===== config.mk =====
export PLATFORM = sky130hd
export DESIGN_NAME = lru_key_value_cache_unit
export DESIGN_NICKNAME = d
export VERILOG_FILES = /design/src/lkvc_pkg.sv /design/src/lkvc_ram.sv /design/src/lkvc_tag.sv /design/src/lru_key_value_cache_unit.sv
export SDC_FILE = /design/constraint.sdc
export NUM_CORES = 2
export LEC_CHECK = 0
export BUFFER_PORTS_ARGS = -buffer_cell sky130_fd_sc_hd__buf_2
export CORE_ASPECT_RATIO = 1.4
export CORE_UTILIZATION = 60
export DETAILED_ROUTE_END_ITERATION = 16
export PLACE_DENSITY = 0.8
export SLEW_MARGIN = 20
export SYNTH_ARGS = -nofsm -noshare
export SYNTH_HDL_FRONTEND = slang
export SYNTH_SLANG_ARGS = --single-unit
export TNS_END_PERCENT = 30

===== constraint.sdc =====
create_clock -name clk -period 9.9 [get_ports clk]
set_input_delay 0.495 -clock clk [delete_from_list [all_inputs] [get_ports clk]]
set_output_delay 0.495 -clock clk [all_outputs]
set_load 0.05 [all_outputs]

===== src/lkvc_pkg.sv =====
// Shared types and constants for the LRU key/value cache.
package lkvc_pkg;

	localparam int COUNT_W = 5;
	localparam int LIMIT_W = 5;

	typedef enum logic [1:0] {
		OP_LOOKUP = 2'd0,
		OP_INSERT = 2'd1,
		OP_REMOVE = 2'd2
	} opcode_t;

	// per-operation flags from the tag array to the top level
	typedef struct packed {
		logic hit;
		logic evicted;
		logic val_we;
		logic rd_hit;
	} tag_resp_t;

endpackage


===== src/lkvc_ram.sv =====
// Generic single-write, single-read RAM with registered read data.
module lkvc_ram #(
	parameter int WIDTH = 32,
	parameter int DEPTH = 16
) (
	input  logic                     clk,
	input  logic                     we,
	input  logic [$clog2(DEPTH)-1:0] waddr,
	input  logic [WIDTH-1:0]         wdata,
	input  logic                     re,
	input  logic [$clog2(DEPTH)-1:0] raddr,
	output logic [WIDTH-1:0]         rdata
);

	logic [WIDTH-1:0] mem_q [DEPTH];

	always_ff @(posedge clk) begin
		if (we) begin
			mem_q[waddr] <= wdata;
		end
		if (re) begin
			rdata <= mem_q[raddr];
		end
	end

endmodule


===== src/lkvc_tag.sv =====
// Key CAM with valid marks, recency ranks and entry count.
module lkvc_tag #(
	parameter int ENTRIES  = 16,
	parameter int KEY_BITS = 32
) (
	input  logic                              clk,
	input  logic                              arst_n,
	input  logic                              req,
	input  lkvc_pkg::opcode_t                 op,
	input  logic [KEY_BITS-1:0]               key,
	input  logic [lkvc_pkg::LIMIT_W-1:0]      limit,
	output lkvc_pkg::tag_resp_t               resp,
	output logic [KEY_BITS-1:0]               evicted_key,
	output logic [$clog2(ENTRIES)-1:0]        hit_idx,
	output logic [$clog2(ENTRIES)-1:0]        free_idx,
	output logic [$clog2(ENTRIES+1)-1:0]      count,
	output logic [$clog2(ENTRIES+1)-1:0]      count_next
);

	localparam int RW    = $clog2(ENTRIES);
	localparam int CNT_W = $clog2(ENTRIES + 1);
	localparam int CMP_W = (CNT_W > lkvc_pkg::LIMIT_W) ? CNT_W : lkvc_pkg::LIMIT_W;

	logic [KEY_BITS-1:0] key_q [ENTRIES];
	logic [ENTRIES-1:0]  valid_q;
	logic [RW-1:0]       rank_q [ENTRIES];
	logic [CNT_W-1:0]    count_q;

	logic [ENTRIES-1:0]  match;
	logic [ENTRIES-1:0]  vict;
	logic [ENTRIES-1:0]  valid_mid;
	logic [ENTRIES-1:0]  free_oh;
	logic [ENTRIES-1:0]  valid_n;
	logic [RW-1:0]       rank_n [ENTRIES];
	logic [CNT_W-1:0]    count_n;
	logic [RW-1:0]       hit_rank;
	logic [RW-1:0]       rank_last;
	logic [CNT_W-1:0]    cnt_m1;
	logic [CMP_W-1:0]    lim_ext;
	logic [CMP_W-1:0]    lim_eff;
	logic                any_hit;
	logic                ins_new;
	logic                need_evict;
	logic                have_free;

	always_comb begin
		hit_rank    = '0;
		hit_idx     = '0;
		free_idx    = '0;
		evicted_key = '0;
		for (int i = 0; i < ENTRIES; i++) begin
			match[i] = valid_q[i] && (key_q[i] == key);
		end
		any_hit = |match;
		ins_new = (op == lkvc_pkg::OP_INSERT) && !any_hit;

		// a limit of zero or above the store size means the whole store
		lim_ext = CMP_W'(limit);
		lim_eff = ((limit == '0) || (lim_ext > CMP_W'(ENTRIES))) ? CMP_W'(ENTRIES) : lim_ext;
		need_evict = ins_new && (CMP_W'(count_q) >= lim_eff) && (count_q != '0);

		// ranks have no gaps, so the least recent entry holds rank count-1
		cnt_m1    = count_q - CNT_W'(1);
		rank_last = cnt_m1[RW-1:0];
		for (int i = 0; i < ENTRIES; i++) begin
			vict[i] = need_evict && valid_q[i] && (rank_q[i] == rank_last);
		end
		valid_mid = valid_q & ~vict;
		free_oh   = ~valid_mid & (valid_mid + ENTRIES'(1));
		have_free = |free_oh;

		for (int i = 0; i < ENTRIES; i++) begin
			if (match[i]) begin
				hit_rank = hit_rank | rank_q[i];
				hit_idx  = hit_idx | RW'(i);
			end
			if (free_oh[i]) begin
				free_idx = free_idx | RW'(i);
			end
			if (vict[i]) begin
				evicted_key = evicted_key | key_q[i];
			end
		end

		valid_n = valid_q;
		count_n = count_q;
		for (int i = 0; i < ENTRIES; i++) begin
			rank_n[i] = rank_q[i];
		end

		unique case (op)
			lkvc_pkg::OP_LOOKUP, lkvc_pkg::OP_INSERT: begin
				if (any_hit) begin
					// promote the hit entry, age everything that was more recent
					for (int i = 0; i < ENTRIES; i++) begin
						if (match[i]) begin
							rank_n[i] = '0;
						end else if (valid_q[i] && (rank_q[i] < hit_rank)) begin
							rank_n[i] = rank_q[i] + RW'(1);
						end
					end
				end else if (op == lkvc_pkg::OP_INSERT) begin
					for (int i = 0; i < ENTRIES; i++) begin
						if (vict[i]) begin
							valid_n[i] = 1'b0;
							rank_n[i]  = '0;
						end else if (valid_mid[i] && have_free) begin
							rank_n[i] = rank_q[i] + RW'(1);
						end
						if (free_oh[i]) begin
							valid_n[i] = 1'b1;
							rank_n[i]  = '0;
						end
					end
					count_n = count_q - CNT_W'(need_evict) + CNT_W'(have_free);
				end
			end
			lkvc_pkg::OP_REMOVE: begin
				if (any_hit) begin
					for (int i = 0; i < ENTRIES; i++) begin
						if (match[i]) begin
							valid_n[i] = 1'b0;
							rank_n[i]  = '0;
						end else if (valid_q[i] && (rank_q[i] > hit_rank)) begin
							rank_n[i] = rank_q[i] - RW'(1);
						end
					end
					count_n = cnt_m1;
				end
			end
			default: begin
			end
		endcase

		resp.hit     = any_hit && ((op == lkvc_pkg::OP_LOOKUP) || (op == lkvc_pkg::OP_INSERT)
			|| (op == lkvc_pkg::OP_REMOVE));
		resp.evicted = need_evict;
		resp.val_we  = ins_new && have_free;
		resp.rd_hit  = (op == lkvc_pkg::OP_LOOKUP) && any_hit;
	end

	assign count      = count_q;
	assign count_next = count_n;

	always_ff @(posedge clk or negedge arst_n) begin
		if (!arst_n) begin
			valid_q <= '0;
			count_q <= '0;
			for (int i = 0; i < ENTRIES; i++) begin
				rank_q[i] <= '0;
			end
		end else if (req) begin
			valid_q <= valid_n;
			count_q <= count_n;
			for (int i = 0; i < ENTRIES; i++) begin
				rank_q[i] <= rank_n[i];
			end
		end
	end

	always_ff @(posedge clk) begin
		for (int i = 0; i < ENTRIES; i++) begin
			if (req && ins_new && free_oh[i]) begin
				key_q[i] <= key;
			end
		end
	end

endmodule


===== src/lru_key_value_cache_unit.sv =====
// Top level of the fully associative LRU key/value cache.
// Fully associative key/value cache with least-recently-used replacement. Each word on the
// input channel is one operation (lookup, insert or remove) and gives exactly one word on the
// output channel: hit flag, read value, eviction flag and key, and the entry count after the
// operation. Each operation is registered at the input, all keys are compared in parallel
// against it and the recency ranks are updated in the same cycle, and the result lands in the
// output register, so one word per cycle is sustained while out_ready stays high; out_valid
// rises once the word has moved from the input register to the output register, which waits
// while the output register holds an undrained word. Keys, valid marks and ranks sit in
// flip-flops (the key compare is a CAM); values sit in a RAM whose registered read feeds the
// output word directly. Valid marks, ranks and the count clear at reset, so no clearing pass
// is needed. limit_q caps the number of held entries (0, or a value above ENTRIES, means the
// whole store); change it only while the block is idle. Lowering it below the current count
// does not purge anything: each later insert of a new key evicts a single entry.
module lru_key_value_cache_unit #(
	parameter int ENTRIES    = 16,
	parameter int KEY_BITS   = 32,
	parameter int VALUE_BITS = 32
) (
	input  logic                          clk,
	input  logic                          arst_n,
	// configuration
	input  logic                          cfg_we,
	input  logic [lkvc_pkg::LIMIT_W-1:0]  cfg_wdata,
	// operation words
	input  logic                          in_valid,
	output logic                          in_ready,
	input  logic [1:0]                    opcode,
	input  logic [KEY_BITS-1:0]           key,
	input  logic [VALUE_BITS-1:0]         value,
	// result words
	output logic                          out_valid,
	input  logic                          out_ready,
	output logic                          hit,
	output logic [VALUE_BITS-1:0]         read_value,
	output logic                          evicted,
	output logic [KEY_BITS-1:0]           evicted_key,
	output logic [lkvc_pkg::COUNT_W-1:0]  entry_count
);

	localparam int IW     = $clog2(ENTRIES);
	localparam int CNT_W  = $clog2(ENTRIES + 1);
	localparam int OCNT_W = lkvc_pkg::COUNT_W;

	logic [lkvc_pkg::LIMIT_W-1:0] limit_q;

	// input stage
	logic                  v_s1;
	lkvc_pkg::opcode_t     op_s1;
	logic [KEY_BITS-1:0]   key_s1;
	logic [VALUE_BITS-1:0] value_s1;

	// result stage
	logic                  out_valid_q;
	logic                  hit_s2;
	logic                  rd_hit_s2;
	logic                  evicted_s2;
	logic [KEY_BITS-1:0]   evicted_key_s2;
	logic [OCNT_W-1:0]     count_s2;
	logic [VALUE_BITS-1:0] ram_rdata;

	lkvc_pkg::tag_resp_t   resp;
	logic [KEY_BITS-1:0]   tag_evk;
	logic [IW-1:0]         hit_idx;
	logic [IW-1:0]         free_idx;
	logic [CNT_W-1:0]      cnt;
	logic [CNT_W-1:0]      cnt_next;
	logic                  fire;

	// advance the input word whenever the result register is empty or being drained
	assign fire     = v_s1 && (!out_valid_q || out_ready);
	assign in_ready = !v_s1 || fire;

	always_ff @(posedge clk or negedge arst_n) begin
		if (!arst_n) begin
			limit_q <= '0;
		end else if (cfg_we) begin
			limit_q <= cfg_wdata;
		end
	end

	always_ff @(posedge clk or negedge arst_n) begin
		if (!arst_n) begin
			v_s1 <= 1'b0;
		end else if (in_valid && in_ready) begin
			v_s1 <= 1'b1;
		end else if (fire) begin
			v_s1 <= 1'b0;
		end
	end

	always_ff @(posedge clk) begin
		if (in_valid && in_ready) begin
			op_s1    <= lkvc_pkg::opcode_t'(opcode);
			key_s1   <= key;
			value_s1 <= value;
		end
	end

	lkvc_tag #(
		.ENTRIES  (ENTRIES),
		.KEY_BITS (KEY_BITS)
	) u_tag (
		.clk         (clk),
		.arst_n      (arst_n),
		.req         (fire),
		.op          (op_s1),
		.key         (key_s1),
		.limit       (limit_q),
		.resp        (resp),
		.evicted_key (tag_evk),
		.hit_idx     (hit_idx),
		.free_idx    (free_idx),
		.count       (cnt),
		.count_next  (cnt_next)
	);

	// value store: write on a new insert, read the hit slot; read data holds while stalled
	lkvc_ram #(
		.WIDTH (VALUE_BITS),
		.DEPTH (ENTRIES)
	) u_value_ram (
		.clk   (clk),
		.we    (fire && resp.val_we),
		.waddr (free_idx),
		.wdata (value_s1),
		.re    (fire),
		.raddr (hit_idx),
		.rdata (ram_rdata)
	);

	always_ff @(posedge clk or negedge arst_n) begin
		if (!arst_n) begin
			out_valid_q <= 1'b0;
		end else if (fire) begin
			out_valid_q <= 1'b1;
		end else if (out_ready) begin
			out_valid_q <= 1'b0;
		end
	end

	// the count in the word is the one after this operation
	always_ff @(posedge clk) begin
		if (fire) begin
			hit_s2         <= resp.hit;
			rd_hit_s2      <= resp.rd_hit;
			evicted_s2     <= resp.evicted;
			evicted_key_s2 <= tag_evk;
			count_s2       <= OCNT_W'(cnt_next);
		end
	end

	assign out_valid   = out_valid_q;
	assign hit         = hit_s2;
	// only a lookup hit shows the stored value
	assign read_value  = rd_hit_s2 ? ram_rdata : '0;
	assign evicted     = evicted_s2;
	assign evicted_key = evicted_key_s2;
	assign entry_count = count_s2;

	// a hit never evicts
	a_hit_no_evict: assert property (@(posedge clk) disable iff (!arst_n)
		out_valid |-> !(hit && evicted))
		else $error("hit and eviction reported together");

	// a nonzero read value only comes with a hit
	a_value_needs_hit: assert property (@(posedge clk) disable iff (!arst_n)
		(out_valid && (read_value != '0)) |-> hit)
		else $error("read value without hit");

	// the count never passes the store size
	a_count_bound: assert property (@(posedge clk) disable iff (!arst_n)
		CNT_W'(ENTRIES) >= cnt)
		else $error("entry count beyond store size");

	// an eviction frees the slot that the new entry takes, so the count holds
	a_evict_keeps_count: assert property (@(posedge clk) disable iff (!arst_n)
		(fire && resp.evicted) |=> (cnt == $past(cnt)))
		else $error("count changed across an eviction");

endmodule


==> reports/results.tsv <==
stage	metric	value	unit
outcome	status	complete, no violations	
cts	htreeDepth	3	
setup_path	rr_startpoint	key_s1[1]	
sta	fin_setup_tns	0	ns
floorplanning	start_util	0.604	
cts	cts.path.max_buffers	3	
floorplanning	die_width	273	µm
setup_path	r2r_setup_slack	2.55	ns
setup_path	cp_slowest_cell	edfxtp_1	
cts	cts_root_buf	clkbuf_16	
synthesis	async_reset_ff_frac	0.0734	
sta	fmax	136	MHz
synthesis	synthXorXnorAreaFrac	0.0842	
sta	grt_setup_unrepaired	false	
cts	clkSlewWorstSetupHoldPaths	0.07	ns
sta	finalSetupViolCount	0	
run	maxCapViolCount	0	
sta	drv_slew	0	
sta	post-route-period-util	0.742	
drt	wire_per_inst	37.0	µm
final_layout	nets	5123	
power	power_frac_comb	0.184	
power	finalPower	13.7	mW
drt	dr.pass1.iters	10	
setup_path	slowest_delay	0.94	ns
synthesis	synth_adder_area_share	0.0228	
floorplanning	ioPinCount	149	
power	power_frac_clock	0.340	
synthesis	synth.distinct_cells	101	
synthesis	synth_mux_area_frac	0.0525	
final_layout	layout_common_cells	edfxtp_1 (1162), xor2_1 (352), nor2_1 (268)	
power	seqPwrFrac	0.477	
cts	clk_latency	0.78	ns
drt	drt_first_iter_violations	7424	
power	cell_internal_pwr	9.56	mW
synthesis	synthCells	4747	
setup_path	endpoint_kind	register	
drt	dr_total_vias	45828	
setup_path	start_kind	register	
cts	cts_buffers	116	
cts	postCtsResizedCells	0	
floorplanning	die_y	382	µm
final_layout	syn_to_final_growth	11.7	%
floorplanning	fp-row-count	139	
placement	gp_congestion	1.08	
grt	grt_pass1_vias	43979	
synthesis	synth-main-ff-cell	edfxtp_1	
synthesis	synth_fp_nets	4935	
final_layout	final_common_cell	edfxtp_1	
synthesis	avgSynthCellArea	13.0	µm²
grt	overflow	0	
power	power_density	199	nW/µm²
grt	grt_max_degree	239	
worst_hold_path	whs_path_depth	1	
synthesis	synth_compound_area_frac	0.106	
setup_path	worstPathMaxFanout	32	
setup_path	r2r_cells	13	
sta	maxSlewHeadroom	0.0994	
grt	grt_usage	0.452	
drt	routed_wl	236000	µm
setup_path	required	10.27	ns
synthesis	synth.cell_area	61900	µm²
floorplanning	dieArea	104000	µm²
cts	cts_sinks	1254	
cts	cts_setup_buffers	0	
synthesis	synth_warnings	0	
sta	worst_pin_slew	1.35	ns
setup_path	r2r-end	u_tag.key_q[3][12]	
drt	antenna_left	0	
power	p_sw	4.19	mW
power	leakage	24.5	nW
worst_hold_path	hold_path_end	value_s1[2]	
sta	fin_skew	0.0731	ns
drt	drc	0	
setup_path	crit_type	register to register	
synthesis	yosysSeqAreaShare	0.601	
worst_hold_path	min_from	value[2]	
synthesis	ys_ff_latch	1254	
placement	hpwl	160000	µm
sta	hold_ws	0.0593	ns
setup_path	worstPathArrival	7.71	ns
sta	post-route-min-period	7.35	ns
placement	port_buffers	148	
sta	final_hold_viol_count	0	
floorplanning	coreArea	102000	µm²
drt	viasPerCell	7.19	
final_layout	fill_cells	7159	
cts	cts_tree	done	
final_layout	drive_gt1_frac	0.149	
synthesis	synth-edff-count	1162	
power	switching_share	0.305	
setup_path	path_cells	buf_4 -> xor2_1 -> or2_2 -> nor4_1 -> and4_1 -> a2111oi_2 -> and4_1 -> a31oi_1 -> a2bb2oi_1 -> and4b_4 -> nand2_1 -> nor4_2 -> buf_4	
synthesis	synth_simple_gate_area_frac	0.104	
cts	postCtsHoldBufs	72	
grt	grt_first_pass_wirelength	328000	µm
grt	antenna_found_initial	5	
synthesis	synth_top_family_by_area	compound AO/OA/AOI/OAI gates	
worst_hold_path	min_path_type	input pin to register	
power	ir_drop	0.000181	V
layer usage:
layer / track usage / share of wire / vias to the layer above
li1: - / - / 18802
met1: 0.521 / 0.33 / 22602
met2: 0.696 / 0.45 / 3473
met3: 0.111 / 0.11 / 949
met4: 0.406 / 0.11 / 2
met5: 0 / 0.000055 / -
final cells by class:
cell class	count	area, µm²	area share
sequential	1254	37200	0.538
multi-input combinational	3102	23300	0.337
clock buffer	139	3030	0.0438
timing repair buffer	388	2740	0.0397
tap	1339	1680	0.0242
clock inverter	74	912	0.0132
inverter	73	274	0.00396
antenna	6	15.0	0.000217
registers in the layout, summed over array words and instances, names as in the netlist, 2 cells and up:
signal	flops
op_s1	2
u_value_ram.rdata	32
u_tag.key_q	512
value_s1	32
evicted_key	32
key_s1	32
entry_count	5
limit_q	5
u_tag.rank_q	64
u_tag.valid_q	16
u_tag.count	5
u_value_ram.mem_q	512
worst max-delay path by stage:
stage | slack [ns] | cells past startpoint | end | start
2_1_floorplan | 1.90 | 17 | u_tag.key_q[1][100] | u_tag.count[0]
3_3_place_gp | 2.20 | 14 | u_tag.key_q[3][30] | u_tag.count[0]
3_5_place_dp | 2.28 | 14 | u_tag.key_q[3][13] | u_tag.count[0]
4_1_cts | 2.26 | 14 | u_tag.key_q[3][28] | u_tag.count[0]
5_1_grt | 2.54 | 13 | u_tag.key_q[3][12] | key_s1[1]
6_report | 2.55 | 13 | u_tag.key_q[3][12] | key_s1[1]
cells in the mapped netlist (50+ instances only):
cell | count | area (µm²)
a22oi_1 | 114 | 856
nor3_1 | 108 | 541
xor2_1 | 354 | 3100
nor2_1 | 279 | 1050
ha_1 | 111 | 1390
nand4_1 | 139 | 870
o21ai_0 | 102 | 510
dfrtp_1 | 92 | 2300
a221oi_1 | 50 | 438
clkbuf_1 | 178 | 668
nand3_1 | 79 | 395
xnor2_1 | 213 | 1870
a21oi_1 | 220 | 1100
nand2b_1 | 56 | 350
mux2_2 | 140 | 1580
a211oi_1 | 81 | 608
nand2_1 | 129 | 484
edfxtp_1 | 1162 | 34900
a222oi_1 | 64 | 641
inv_1 | 71 | 267
mux2i_1 | 167 | 1670
nor4_1 | 162 | 1010
metrics by stage:
step	utilization	setup slack (ns)	std cells	area [µm²]
floorplan	-	1.90	4747	61900
global placement	0.628	2.20	6071	64300
detailed placement	0.628	2.28	6073	64300
CTS	0.674	2.26	6358	69000
global route	0.675	2.54	6369	69100
finish	0.675	2.55	6375	69100
cell families (layout without fill, tap and decap cells):
logic type / Yosys count / after routing
xor gates and xnor gates: 578 / 578
and+or+nand+nor: 1186 / 1186
adders and majority gates: 112 / 112
other: 0 / 6
buffers and inverters: 391 / 674
DFF: 1254 / 1254
AOI/OAI and AO/OA: 919 / 919
muxes: 307 / 307
worst max-delay path, delay by kind of cell, from the launching register on:
kind | cells | cell delay (ns)
AO/OA/AOI/OAI | 3 | 2.00
XOR/XNOR | 1 | 0.22
AND/OR/NAND/NOR | 7 | 2.66
flip-flops | 1 | 0.94
buffers and inverters | 2 | 1.06
power by group through the flow:
stage	Combinational, mW	Sequential, mW	Clock (mW)
after floorplan	1.76	6.40	0
after global routing	2.71	6.56	4.88
after CTS	2.44	6.52	4.68
final	2.53	6.55	4.67
after global placement	2.35	6.62	0
after detailed placement	2.40	6.63	0
No activity file was read; power rests on OpenSTA's default activity.
